**src/rtl/vcdv_pkg.sv**
```systemverilog
// ----------------------------------------------------------------------------
// vcdv_pkg
// Shared types, constants and helper functions of the VIN check-digit
// validator.
// ----------------------------------------------------------------------------
package vcdv_pkg;

    localparam int unsigned CHAR_W     = 8;
    localparam int unsigned VALUE_W    = 4;
    localparam int unsigned WEIGHT_W   = 4;
    localparam int unsigned COUNT_W    = 5;
    localparam int unsigned SUM_W      = 4;
    localparam int unsigned STATUS_W   = 2;
    localparam int unsigned QUEUE_DEPTH = 4;
    localparam int unsigned QUEUE_AW   = $clog2(QUEUE_DEPTH);

    localparam logic [COUNT_W-1:0] VIN_LENGTH     = COUNT_W'(17);
    localparam logic [COUNT_W-1:0] CHECK_POSITION = COUNT_W'(8);
    localparam logic [COUNT_W-1:0] COUNT_SATURATE = COUNT_W'(18);
    localparam logic [SUM_W-1:0]   REMAINDER_TEN  = SUM_W'(10);

    localparam logic [CHAR_W-1:0] ASCII_0       = 8'h30;
    localparam logic [CHAR_W-1:0] ASCII_9       = 8'h39;
    localparam logic [CHAR_W-1:0] ASCII_UPPER_A = 8'h41;
    localparam logic [CHAR_W-1:0] ASCII_UPPER_Z = 8'h5A;
    localparam logic [CHAR_W-1:0] ASCII_LOWER_A = 8'h61;
    localparam logic [CHAR_W-1:0] ASCII_LOWER_Z = 8'h7A;
    localparam logic [CHAR_W-1:0] ASCII_X       = 8'h58;
    localparam logic [CHAR_W-1:0] CASE_OFFSET   = 8'h20;

    localparam logic [STATUS_W-1:0] STATUS_OK        = 2'd0;
    localparam logic [STATUS_W-1:0] STATUS_MISMATCH  = 2'd1;
    localparam logic [STATUS_W-1:0] STATUS_LENGTH    = 2'd2;
    localparam logic [STATUS_W-1:0] STATUS_BAD_CHAR  = 2'd3;

    // Classified character as it travels from front to back.
    typedef struct packed {
        logic [CHAR_W-1:0]  folded;
        logic [VALUE_W-1:0] value;
        logic               bad;
        logic               last;
    } char_class_t;

    typedef struct packed {
        logic [STATUS_W-1:0] status;
        logic                valid_res;
    } result_t;

    function automatic logic [VALUE_W-1:0] letter_value(input logic [4:0] idx);
        logic [VALUE_W-1:0] v;
        unique case (idx)
            5'd0:    v = 4'd1;
            5'd1:    v = 4'd2;
            5'd2:    v = 4'd3;
            5'd3:    v = 4'd4;
            5'd4:    v = 4'd5;
            5'd5:    v = 4'd6;
            5'd6:    v = 4'd7;
            5'd7:    v = 4'd8;
            5'd8:    v = 4'd0;
            5'd9:    v = 4'd1;
            5'd10:   v = 4'd2;
            5'd11:   v = 4'd3;
            5'd12:   v = 4'd4;
            5'd13:   v = 4'd5;
            5'd14:   v = 4'd0;
            5'd15:   v = 4'd7;
            5'd16:   v = 4'd0;
            5'd17:   v = 4'd9;
            5'd18:   v = 4'd2;
            5'd19:   v = 4'd3;
            5'd20:   v = 4'd4;
            5'd21:   v = 4'd5;
            5'd22:   v = 4'd6;
            5'd23:   v = 4'd7;
            5'd24:   v = 4'd8;
            5'd25:   v = 4'd9;
            default: v = 4'd0;
        endcase
        return v;
    endfunction

    function automatic logic [WEIGHT_W-1:0] position_weight(input logic [COUNT_W-1:0] pos);
        logic [WEIGHT_W-1:0] w;
        unique case (pos)
            5'd0:    w = 4'd8;
            5'd1:    w = 4'd7;
            5'd2:    w = 4'd6;
            5'd3:    w = 4'd5;
            5'd4:    w = 4'd4;
            5'd5:    w = 4'd3;
            5'd6:    w = 4'd2;
            5'd7:    w = 4'd10;
            5'd8:    w = 4'd0;
            5'd9:    w = 4'd9;
            5'd10:   w = 4'd8;
            5'd11:   w = 4'd7;
            5'd12:   w = 4'd6;
            5'd13:   w = 4'd5;
            5'd14:   w = 4'd4;
            5'd15:   w = 4'd3;
            5'd16:   w = 4'd2;
            default: w = 4'd0;
        endcase
        return w;
    endfunction

    // x mod 11 for x <= 100: quotient by reciprocal 187/2048.
    function automatic logic [SUM_W-1:0] mod11(input logic [7:0] x);
        logic [15:0] prod;
        logic [4:0]  q;
        logic [7:0]  r;
        prod = 16'(x) * 16'd187;
        q    = prod[15:11];
        r    = x - 8'(q) * 8'd11;
        return r[SUM_W-1:0];
    endfunction

endpackage

```
**src/rtl/vcdv_front.sv**
```systemverilog
// ----------------------------------------------------------------------------
// vcdv_front
// Front end: folds case and classifies each incoming character.
// ----------------------------------------------------------------------------
module vcdv_front
(
    input  logic [vcdv_pkg::CHAR_W-1:0] character,
    input  logic                        last,
    output vcdv_pkg::char_class_t       cls
);

    logic [vcdv_pkg::CHAR_W-1:0] folded;
    logic                        is_lower;
    logic                        is_digit;
    logic                        is_upper;
    logic [4:0]                  letter_idx;

    always_comb
    begin
        is_lower   = (character >= vcdv_pkg::ASCII_LOWER_A) &&
                     (character <= vcdv_pkg::ASCII_LOWER_Z);
        folded     = is_lower ? (character - vcdv_pkg::CASE_OFFSET) : character;
        is_digit   = (folded >= vcdv_pkg::ASCII_0) && (folded <= vcdv_pkg::ASCII_9);
        is_upper   = (folded >= vcdv_pkg::ASCII_UPPER_A) &&
                     (folded <= vcdv_pkg::ASCII_UPPER_Z);
        letter_idx = 5'(folded - vcdv_pkg::ASCII_UPPER_A);

        cls.folded = folded;
        cls.last   = last;
        cls.bad    = !(is_digit || is_upper);
        if (is_digit)
        begin
            cls.value = folded[vcdv_pkg::VALUE_W-1:0];
        end
        else if (is_upper)
        begin
            cls.value = vcdv_pkg::letter_value(letter_idx);
        end
        else
        begin
            cls.value = '0;
        end
    end

endmodule

```
**src/rtl/vcdv_queue.sv**
```systemverilog
// ----------------------------------------------------------------------------
// vcdv_queue
// Short FIFO of classified characters between front and back.
// ----------------------------------------------------------------------------
module vcdv_queue
(
    input  logic                  clk,
    input  logic                  rst_n,
    input  logic                  push,
    input  vcdv_pkg::char_class_t push_data,
    input  logic                  pop,
    output vcdv_pkg::char_class_t head,
    output logic                  full,
    output logic                  empty
);

    vcdv_pkg::char_class_t entry_reg [vcdv_pkg::QUEUE_DEPTH];

    logic [vcdv_pkg::QUEUE_AW-1:0] wr_ptr_reg, wr_ptr_next;
    logic [vcdv_pkg::QUEUE_AW-1:0] rd_ptr_reg, rd_ptr_next;
    logic [vcdv_pkg::QUEUE_AW:0]   count_reg,  count_next;

    assign full  = (count_reg == (vcdv_pkg::QUEUE_AW+1)'(vcdv_pkg::QUEUE_DEPTH));
    assign empty = (count_reg == '0);
    assign head  = entry_reg[rd_ptr_reg];

    always_comb
    begin
        wr_ptr_next = push ? wr_ptr_reg + 1'b1 : wr_ptr_reg;
        rd_ptr_next = pop  ? rd_ptr_reg + 1'b1 : rd_ptr_reg;
        unique case ({push, pop})
            2'b10:   count_next = count_reg + 1'b1;
            2'b01:   count_next = count_reg - 1'b1;
            default: count_next = count_reg;
        endcase
    end

    always_ff @(posedge clk or negedge rst_n)
    begin
        if (!rst_n)
        begin
            wr_ptr_reg <= '0;
            rd_ptr_reg <= '0;
            count_reg  <= '0;
        end
        else
        begin
            wr_ptr_reg <= wr_ptr_next;
            rd_ptr_reg <= rd_ptr_next;
            count_reg  <= count_next;
        end
    end

    always_ff @(posedge clk)
    begin
        if (push)
        begin
            entry_reg[wr_ptr_reg] <= push_data;
        end
    end

endmodule

```
**src/rtl/vcdv_back.sv**
```systemverilog
// ----------------------------------------------------------------------------
// vcdv_back
// Back end: weighted mod-11 accumulation, status decision, output register.
// ----------------------------------------------------------------------------
module vcdv_back
(
    input  logic                  clk,
    input  logic                  rst_n,
    input  vcdv_pkg::char_class_t head,
    input  logic                  empty,
    output logic                  pop,
    output logic                  out_valid,
    input  logic                  out_ready,
    output vcdv_pkg::result_t     out_result
);

    logic [vcdv_pkg::COUNT_W-1:0] count_reg, count_next;
    logic [vcdv_pkg::SUM_W-1:0]   sum_reg,   sum_next;
    logic [vcdv_pkg::CHAR_W-1:0]  check_reg, check_next;
    logic                         bad_reg,   bad_next;
    logic                         out_valid_reg, out_valid_next;
    vcdv_pkg::result_t            result_reg, result_next;

    logic [vcdv_pkg::COUNT_W-1:0]  count_inc;
    logic [vcdv_pkg::SUM_W-1:0]    sum_new;
    logic [vcdv_pkg::CHAR_W-1:0]   check_new;
    logic                          bad_new;
    logic [7:0]                    product;
    logic [7:0]                    total;
    logic [vcdv_pkg::CHAR_W-1:0]   expected;
    logic [vcdv_pkg::STATUS_W-1:0] status;

    assign pop        = !empty && (!head.last || !out_valid_reg || out_ready);
    assign out_valid  = out_valid_reg;
    assign out_result = result_reg;

    always_comb
    begin
        product   = 8'(head.value) * 8'(vcdv_pkg::position_weight(count_reg));
        total     = 8'(sum_reg) + product;
        sum_new   = vcdv_pkg::mod11(total);
        count_inc = (count_reg < vcdv_pkg::COUNT_SATURATE) ? count_reg + 1'b1 : count_reg;
        check_new = (count_reg == vcdv_pkg::CHECK_POSITION) ? head.folded : check_reg;
        bad_new   = bad_reg | head.bad;
        expected  = (sum_new == vcdv_pkg::REMAINDER_TEN) ? vcdv_pkg::ASCII_X
                                                         : vcdv_pkg::ASCII_0 + 8'(sum_new);
        priority if (count_inc != vcdv_pkg::VIN_LENGTH)
        begin
            status = vcdv_pkg::STATUS_LENGTH;
        end
        else if (bad_new)
        begin
            status = vcdv_pkg::STATUS_BAD_CHAR;
        end
        else if (check_new != expected)
        begin
            status = vcdv_pkg::STATUS_MISMATCH;
        end
        else
        begin
            status = vcdv_pkg::STATUS_OK;
        end
    end

    always_comb
    begin
        count_next     = count_reg;
        sum_next       = sum_reg;
        check_next     = check_reg;
        bad_next       = bad_reg;
        out_valid_next = out_valid_reg && !out_ready;
        result_next    = result_reg;
        if (pop)
        begin
            if (head.last)
            begin
                count_next            = '0;
                sum_next              = '0;
                check_next            = '0;
                bad_next              = 1'b0;
                out_valid_next        = 1'b1;
                result_next.status    = status;
                result_next.valid_res = (status == vcdv_pkg::STATUS_OK);
            end
            else
            begin
                count_next = count_inc;
                sum_next   = sum_new;
                check_next = check_new;
                bad_next   = bad_new;
            end
        end
    end

    always_ff @(posedge clk or negedge rst_n)
    begin
        if (!rst_n)
        begin
            count_reg     <= '0;
            sum_reg       <= '0;
            check_reg     <= '0;
            bad_reg       <= 1'b0;
            out_valid_reg <= 1'b0;
        end
        else
        begin
            count_reg     <= count_next;
            sum_reg       <= sum_next;
            check_reg     <= check_next;
            bad_reg       <= bad_next;
            out_valid_reg <= out_valid_next;
        end
    end

    always_ff @(posedge clk)
    begin
        result_reg <= result_next;
    end

endmodule

```
**src/rtl/vin_check_digit_validator_unit.sv**
```systemverilog
// ----------------------------------------------------------------------------
// vin_check_digit_validator_unit
// Mod-11 check-digit validator for vehicle identification numbers.
// ----------------------------------------------------------------------------
// Input stream: one ASCII character per word on s_axis, tlast on the final
// character of a number. Output stream: one result word on m_axis per number,
// issued for the word carrying tlast; no word for the other characters.
// Path: the tlast word is classified by the front into the FIFO at the
// accepting edge, then accumulated by the back end into the output
// register, from which m_axis presents the result. Throughput: one
// character per cycle while m_axis takes results, limited by the single
// accumulate step of the back end; consecutive numbers need no gap.
// Reset clears the FIFO, the running count, sum, check character and error
// flag, and the output valid. When m_axis stalls, the pending result holds
// in the output register; the back end keeps consuming characters of the
// next number and stops only at its tlast word, after which the 4-word FIFO
// fills and s_axis_tready drops.
// ----------------------------------------------------------------------------
module vin_check_digit_validator_unit
(
    input  logic       clk,
    input  logic       rst_n,
    input  logic       s_axis_tvalid,
    output logic       s_axis_tready,
    input  logic [7:0] s_axis_tdata,   // [7:0] character
    input  logic       s_axis_tlast,
    output logic       m_axis_tvalid,
    input  logic       m_axis_tready,
    output logic [7:0] m_axis_tdata    // [0] valid_res, [2:1] status, [7:3] zero
);

    vcdv_pkg::char_class_t cls;
    vcdv_pkg::char_class_t head;
    vcdv_pkg::result_t     result;
    logic                  full;
    logic                  empty;
    logic                  push;
    logic                  pop;

    assign s_axis_tready = !full;
    assign push          = s_axis_tvalid && !full;
    assign m_axis_tdata  = {5'b0, result.status, result.valid_res};

    vcdv_front u_front
    (
        .character (s_axis_tdata),
        .last      (s_axis_tlast),
        .cls       (cls)
    );

    vcdv_queue u_queue
    (
        .clk       (clk),
        .rst_n     (rst_n),
        .push      (push),
        .push_data (cls),
        .pop       (pop),
        .head      (head),
        .full      (full),
        .empty     (empty)
    );

    vcdv_back u_back
    (
        .clk        (clk),
        .rst_n      (rst_n),
        .head       (head),
        .empty      (empty),
        .pop        (pop),
        .out_valid  (m_axis_tvalid),
        .out_ready  (m_axis_tready),
        .out_result (result)
    );

endmodule

```
**config.mk**
```make
export PLATFORM = sky130hd
export DESIGN_NAME = vin_check_digit_validator_unit
export DESIGN_NICKNAME = d
export VERILOG_FILES = /design/src/rtl/vcdv_pkg.sv /design/src/rtl/vcdv_front.sv /design/src/rtl/vcdv_queue.sv /design/src/rtl/vcdv_back.sv /design/src/rtl/vin_check_digit_validator_unit.sv
export SDC_FILE = /design/constraint.sdc
export NUM_CORES = 1
export LEC_CHECK = 0
export ABC_AREA = 1
export BUFFER_PORTS_ARGS = -buffer_cell sky130_fd_sc_hd__buf_2
export CORE_MARGIN = 4
export CORE_UTILIZATION = 62
export DETAILED_ROUTE_END_ITERATION = 8
export PLACE_DENSITY = 0.84
export SETUP_SLACK_MARGIN = 0.2
export SYNTH_ARGS = -nofsm -noshare
export SYNTH_HDL_FRONTEND = slang
export SYNTH_SLANG_ARGS = --single-unit
```
**constraint.sdc**
```tcl
create_clock -name clk -period 18.6 [get_ports clk]
set_input_delay 3.72 -clock clk [delete_from_list [all_inputs] [get_ports clk]]
set_output_delay 3.72 -clock clk [all_outputs]
set_load 0.02 [all_outputs]
```
# == Word level (Yosys, flattened, before mapping) ==
# Memories as Yosys holds them, arrays and structs flattened.
# Cells that the tools add are included.
# word_totals
register_bits,29
ram_bits,56
mem_bits_ro,256
word_cells,78
n_memories,3
# op_classes
add_sub_neg,10
mul,3
magnitude_cmp,7
n_eq_ne,7
muxes,18
bitwise_logic,1
n_reduce_logical,19
# mem_list
memory,words,word_bits,read_ports,rd_clocked_by_memory_dff,wr,line_no,text
(no name shown),32,4,1,0,0,vcdv_pkg.sv:85,unique case (pos)
(no name shown),32,4,1,0,0,vcdv_pkg.sv:51,unique case (idx)
u_queue.entry_reg,4,14,1,0,1,vcdv_queue.sv:17,vcdv_pkg::char_class_t entry_reg [vcdv_pkg::QUEUE_DEPTH];
# op_table
operator,count
8-bit 2-to-1 mux,4
"8-bit by 7-bit greater-or-equal comparator with 1-bit output, second input constant",2
"8-bit by 7-bit <= comparator with 1-bit output, second input constant",2
"8-bit by 8-bit multiplier with 16-bit output, second input constant",1
4-bit 2-to-1 mux,3
5-bit 2-to-1 mux,2
4-bit by 8-bit adder with 8-bit output,1
"8-bit by 6-bit greater-or-equal comparator with 1-bit output, second input constant",1
"8-bit by 6-bit <= comparator with 1-bit output, second input constant",1
4-bit by 4-bit multiplier with 8-bit output,1
8-bit inequality test,1
"8-bit by 6-bit subtractor with 8-bit output, second input constant",1
"6-bit by 4-bit adder with 7-bit output, first input constant",1
1-bit logical AND,6
1-bit logical NOT,6
1-bit 2-to-1 mux,6
3-bit case mux with 2 select lines,1
"5-bit by 1-bit adder with 5-bit output, second input constant",1
"5-bit by 4-bit equality test with 1-bit output, second input constant",1
"5-bit less-than comparator, second input constant",1
"5-bit by 4-bit multiplier with 4-bit output, second input constant",1
"5-bit inequality test, second input constant",1
"5-bit by 1-bit subtractor with 5-bit output, second input constant",1
"2-bit by 1-bit adder with 2-bit output, second input constant",2
other kinds (14),17

# == Depth between registers and ports, before layout ==
# An unclocked memory read counts as a cell.
# logic_depth
ltp_word,13
ltp_mapped,54
depth_no_buf,54

# == Cells and area by module ==
# From an unflattened synthesis, not the netlist that was laid out.
# hier_totals
hier_cells,836
hier_area_um2,7110.6
# by_module_without_submodules
module,instances,cells_each,area_per_inst_um2
vcdv_back,1,507,3729.8
vcdv_queue,1,211,2742.6
vcdv_front,1,109,583.1
vin_check_digit_validator_unit,1,9,55.1

# == Worst setup path after synthesis ==
# OpenSTA, ideal clock, no wires.
# synth_timing
path_type,register to register
startpoint,reg u_back.count_reg[0] (netlist bit)
endpoint,reg u_back.result_reg (netlist bit u_back.out_result[1]) (data pin)
setup_ps,252
arrival_ps,8981
slack_ps,9367
path_stages_with_launch,44
cell_sequence,dfrtp_1 -> inv_1 -> ha_1 -> nand3_1 -> a31oi_1 -> inv_1 -> or2_2 -> fa_1 -> fa_1 -> fa_1 -> inv_1 -> ha_1 -> a21oi_1 -> nand2_1 -> nand2_1 -> nand2_1 -> a21oi_1 -> xnor2_1 -> (+8 left out) -> nor2_1 -> nor2_1 -> nand2_1 -> nand2_1 -> nand2_1 -> ha_1 -> inv_1 -> fa_1 -> inv_1 -> fa_1 -> xnor2_1 -> inv_1 -> xor2_1 -> nor2_1 -> nor3b_2 -> nand3_1 -> nor2_1 -> nor2_1
# synth_via
elab_chain_len,12
word_cells_on_any_way,19
classes_between,add/sub (4); mul (3); order compare (1); eq/ne (4); mux (6); memory (1)
# synth_rtl
element,line_no,text
"start, declared",vcdv_back.sv:17,"logic [vcdv_pkg::COUNT_W-1:0] count_reg, count_next;"
"start signal, assigned",vcdv_back.sv:107,count_reg <= count_next;
memory read 32 x 4 bit,n/a,
4-bit by 4-bit multiplier with 8-bit output,vcdv_back.sv:39,product = 8'(head.value) * 8'(vcdv_pkg::position_weight(count_reg));
4-bit by 8-bit adder with 8-bit output,vcdv_back.sv:40,total = 8'(sum_reg) + product;
8-bit by 8-bit multiplier with 16-bit output,vcdv_pkg.sv:113,prod = 16'(x) * 16'd187;
5-bit by 4-bit multiplier with 4-bit output,vcdv_pkg.sv:115,r = x - 8'(q) * 8'd11;
4-bit subtractor,vcdv_pkg.sv:115,
6-bit by 4-bit adder with 7-bit output / 4-bit equality test (equally long branches),"vcdv_back.sv:46, vcdv_back.sv:45",
8-bit 2-to-1 mux,vcdv_back.sv:45,expected = (sum_new == vcdv_pkg::REMAINDER_TEN) ? vcdv_pkg::ASCII_X
8-bit inequality test,vcdv_back.sv:55,else if (check_new != expected)
1-bit 2-to-1 mux,vcdv_back.sv:55,
2-bit 2-to-1 mux,vcdv_back.sv:51,else if (bad_new)
2-bit 2-to-1 mux *,vcdv_back.sv:47,priority if (count_inc != vcdv_pkg::VIN_LENGTH)
"net u_back.status, one bit",vcdv_back.sv:31,logic [vcdv_pkg::STATUS_W-1:0] status;
"end signal, assigned",vcdv_back.sv:117,result_reg <= result_next;
"end, declared",vcdv_back.sv:22,"vcdv_pkg::result_t result_reg, result_next;"
# Mark *: on every way through the listed nets, which the timed path passes. The rest lies on a longest branch.
# A chain may end at the register's enable or synchronous reset.

# == Worst setup path after layout ==
# layout_timing
startpoint,reg u_queue.rd_ptr_reg[0] (netlist bit)
endpoint,reg u_back.result_reg (netlist bit u_back.out_result[1]) (data pin)
# layout_via
elab_chain_len,12
word_cells_on_any_way,15
classes_between,add/sub (3); mul (3); eq/ne (2); mux (5); bitwise (1); memory (1)
# layout_rtl
element,line_no,text
"start, declared",vcdv_queue.sv:20,"logic [vcdv_pkg::QUEUE_AW-1:0] rd_ptr_reg, rd_ptr_next;"
"start signal, assigned",vcdv_queue.sv:49,rd_ptr_reg <= rd_ptr_next;
memory read 4 x 14 bit *,n/a,
4-bit by 4-bit multiplier with 8-bit output,vcdv_back.sv:39,
4-bit by 8-bit adder with 8-bit output,vcdv_back.sv:40,
8-bit by 8-bit multiplier with 16-bit output,vcdv_pkg.sv:113,
5-bit by 4-bit multiplier with 4-bit output,vcdv_pkg.sv:115,
4-bit subtractor,vcdv_pkg.sv:115,
6-bit by 4-bit adder with 7-bit output / 4-bit equality test (equally long branches),"vcdv_back.sv:46, vcdv_back.sv:45",
8-bit 2-to-1 mux,vcdv_back.sv:45,
8-bit inequality test,vcdv_back.sv:55,
1-bit 2-to-1 mux,vcdv_back.sv:55,
2-bit 2-to-1 mux *,vcdv_back.sv:51,
2-bit 2-to-1 mux *,vcdv_back.sv:47,
"net u_back.status, one bit",vcdv_back.sv:31,
# Marks and branches as above.

==> results.yml <==
setup_path:
  criticalPathCategory: "reg2reg"
  path_max_fanout: 30
  critPathArrivalTime_ps: 10790
  crit_path_top_delay_cell: "inv_1"
  critPathRequiredTime_ps: 18710
  timing.rr.end: "u_back.out_result[1]"
  crit_path_start_kind: "register"
  max_stage_delay_ps: 800
  reg2regPathDepth: 41
  r2r_slack_ps: 7920
  timing.rr.start: "u_queue.rd_ptr_reg[0]"
  crit_path_end_kind: "register"
yosys:
  synth_area_um2: 6800
  synthDistinctLibCells: 47
  ys_ff_latch: 85
  synth_area_per_cell_um2: 8.59
  async_flop_share_pct: 30.6
  ys_warn_count: 0
  synth_edf_count: 59
  yosysSeqAreaShare_pct: 35.6
  synth_top_flop_cell: "edfxtp_1"
  synth_cells: 791
cts:
  cts_tree: "yes"
  post_cts_buffers: 0
  clk_path_buf_depth: 2
  ctsResizeCount: 0
  cts_root_buffer: "clkbuf_8"
  clk_latency_ps: 360
  clk_pin_slew_worst_paths_ps: 80
  cts_buffers: 9
  cts_hold_buf: 0
  htreeDepth: 3
  cts.sinks: 85
global_routing:
  first_global_vias: 5341
  grt_use_total_pct: 22.8
  grt_pass1_wl_mm: 24.0
  grt_overflow: 0
  grt_start_max_net_pins: 31
  antenna_found_initial: 0
drt:
  vias: 5278
  route.detailed.drc: 0
  drt-wirelength-per-cell_um: 14.5
  drtAntennaViolNets: 0
  drt-total-wl_mm: 13.7
  first_pass_iters: 6
  drtIter0Drc: 433
  via_per_inst: 5.56
timing:
  relSlewSlack_pct: 40.2
  rsz0062_at_grt: "no"
  min_period_ps: 10680
  setup_viol: 0
  hold_viol_final: 0
  maxSlewViolCount: 0
  worstMarginPinSlew_ps: 897
  clock.fmax_ghz: 0.0936
  finalClockSkew_ps: 16.4
  finalSetupTns_ps: 0
  period_share_pct: 57.4
die:
  dieArea_um2: 12700
  num_rows: 37
  fp.dieH_um: 113
  initial_core_util_pct: 64.7
  die_width_um: 113
  ios: 23
  coreArea_um2: 10500
cells_and_area:
  fillers: 768
  area_delta_synth_final_pct: 5.76
  layout-drive-gt1-share_pct: 7.87
  nNetsFinal: 929
  largest_register_ffs: 56
  n_antenna_cell: 0
run_status:
  status: "completed"
place:
  hpwl_mm: 10.5
  port_buffers: 17
  place.gp.congestion: 0.891
worst_hold_path:
  min_from: "u_back.check_reg[3]"
  hold_end: "u_back.check_reg[3]"
  hp-class: "reg2reg"
  hold_depth: 2
run:
  maxCapViolCount: 0
-- cells in the final DEF (no fill, tap or decap), types with 3 or more instances in the layout --
cell type / n
nor3_1: 5
clkbuf_8: 9
buf_2: 17
ha_1: 80
inv_2: 4
o21ai_1: 5
inv_1: 154
o21ai_2: 3
nand4_1: 6
dfrtp_1: 26
or2_2: 5
buf_4: 4
nand2_1: 163
conb_1: 5
fa_1: 28
o21ai_0: 43
a31oi_1: 3
xnor2_1: 8
edfxtp_1: 59
o22ai_1: 8
a32o_1: 8
xor2_1: 10
nand3_1: 34
nor2_2: 3
a21oi_1: 28
nor2_1: 62
-- synth_stat cells (2+ instances only) --
cell type | n | share of area, %
xnor2_1 | 8 | 1.0
nand3_2 | 2 | 0.29
nand2_2 | 2 | 0.18
o21bai_1 | 2 | 0.22
fa_1 | 28 | 8.2
inv_1 | 154 | 8.5
nor4_4 | 2 | 0.63
o21ai_2 | 3 | 0.39
nand3_1 | 34 | 2.5
a21oi_1 | 28 | 2.1
o22ai_1 | 8 | 0.74
o21ai_0 | 43 | 3.2
buf_4 | 6 | 0.66
nand4_1 | 6 | 0.55
o21ai_1 | 5 | 0.37
inv_2 | 4 | 0.22
nor2_1 | 62 | 3.4
a21oi_2 | 2 | 0.26
a211oi_1 | 2 | 0.22
dfrtp_1 | 26 | 9.6
nor2_2 | 3 | 0.28
buf_2 | 8 | 0.59
or2_2 | 5 | 0.46
a32o_1 | 8 | 1.2
nor3_1 | 5 | 0.37
edfxtp_1 | 59 | 26
ha_1 | 80 | 15
a31oi_1 | 3 | 0.28
clkbuf_1 | 4 | 0.22
nand2_1 | 163 | 9.0
xor2_1 | 10 | 1.3
-- stage by stage --
stage	area, um2	utilization (%)	hold WS [ps]	cells	setup WS, ps
floorplan	6810	-	448	795	9370
finish	7190	68.4	497	949	7920
global placement	6990	66.5	464	933	8450
detailed placement	6990	66.5	475	933	8010
CTS	7190	68.4	496	949	7960
global route	7190	68.4	527	949	7070
-- final cells by class --
class                   count  area [um2]  share of cell area [%]
clock buffers               9         124                    1.72
multi-input cells         533        3680                    51.3
clock inverters             7        78.8                    1.10
inverters                 158         593                    8.25
flip-flops and latches     85        2420                    33.7
repair buffers             21         115                    1.60
well taps                 136         170                    2.37
-- worst max path at each step --
stage	start	end	slack [ps]	cells past startpoint
2_1_floorplan	u_back.count_reg[0]	u_back.out_result[1]	9370	43
3_3_place_gp	u_queue.rd_ptr_reg[0]	u_back.out_result[1]	8450	41
3_5_place_dp	u_queue.rd_ptr_reg[0]	u_back.out_result[1]	8010	41
4_1_cts	u_queue.rd_ptr_reg[0]	u_back.out_result[1]	7960	41
5_1_grt	u_queue.rd_ptr_reg[0]	u_back.out_result[1]	7070	41
6_report	u_queue.rd_ptr_reg[0]	u_back.out_result[1]	7920	41
-- logic make-up (layout without fill, tap and decap cells) --
logic type / Yosys count / after routing / share of synthesized area [%]
buffers and inverters: 177 / 195 / 10.4
AND/OR/NAND/NOR: 288 / 288 / 18.2
AO/OA/AOI/OAI: 114 / 114 / 10.4
flip-flops: 85 / 85 / 35.6
XOR/XNOR: 18 / 18 / 2.32
other: 1 / 5 / 0.0552
adder cells (fa/ha/maj): 108 / 108 / 23.0
-- layer usage --
| layer | track usage (%) | up-vias | routed length [um] |
|---|---|---|---|
| li1 | - | 2588 | - |
| met1 | 28.1 | 2484 | 5700 |
| met2 | 41.2 | 179 | 7070 |
| met3 | 3.64 | 27 | 687 |
| met4 | 6.65 | 0 | 273 |
| met5 | 0 | - | 0 |
-- worst max-delay path: cells and delay by family (launching register included) --
kind                       cells  cell delay, ps
buffers and inverters          7            1150
DFF                            1             720
adders and majority gates     12            5310
AOI/OAI and AO/OA              2             370
and+or+nand+nor               17            1990
xor gates and xnor gates       3             880
Power is not shown: default switching activity piles up to over one toggle a cycle in this logic, so the estimate is an artifact.
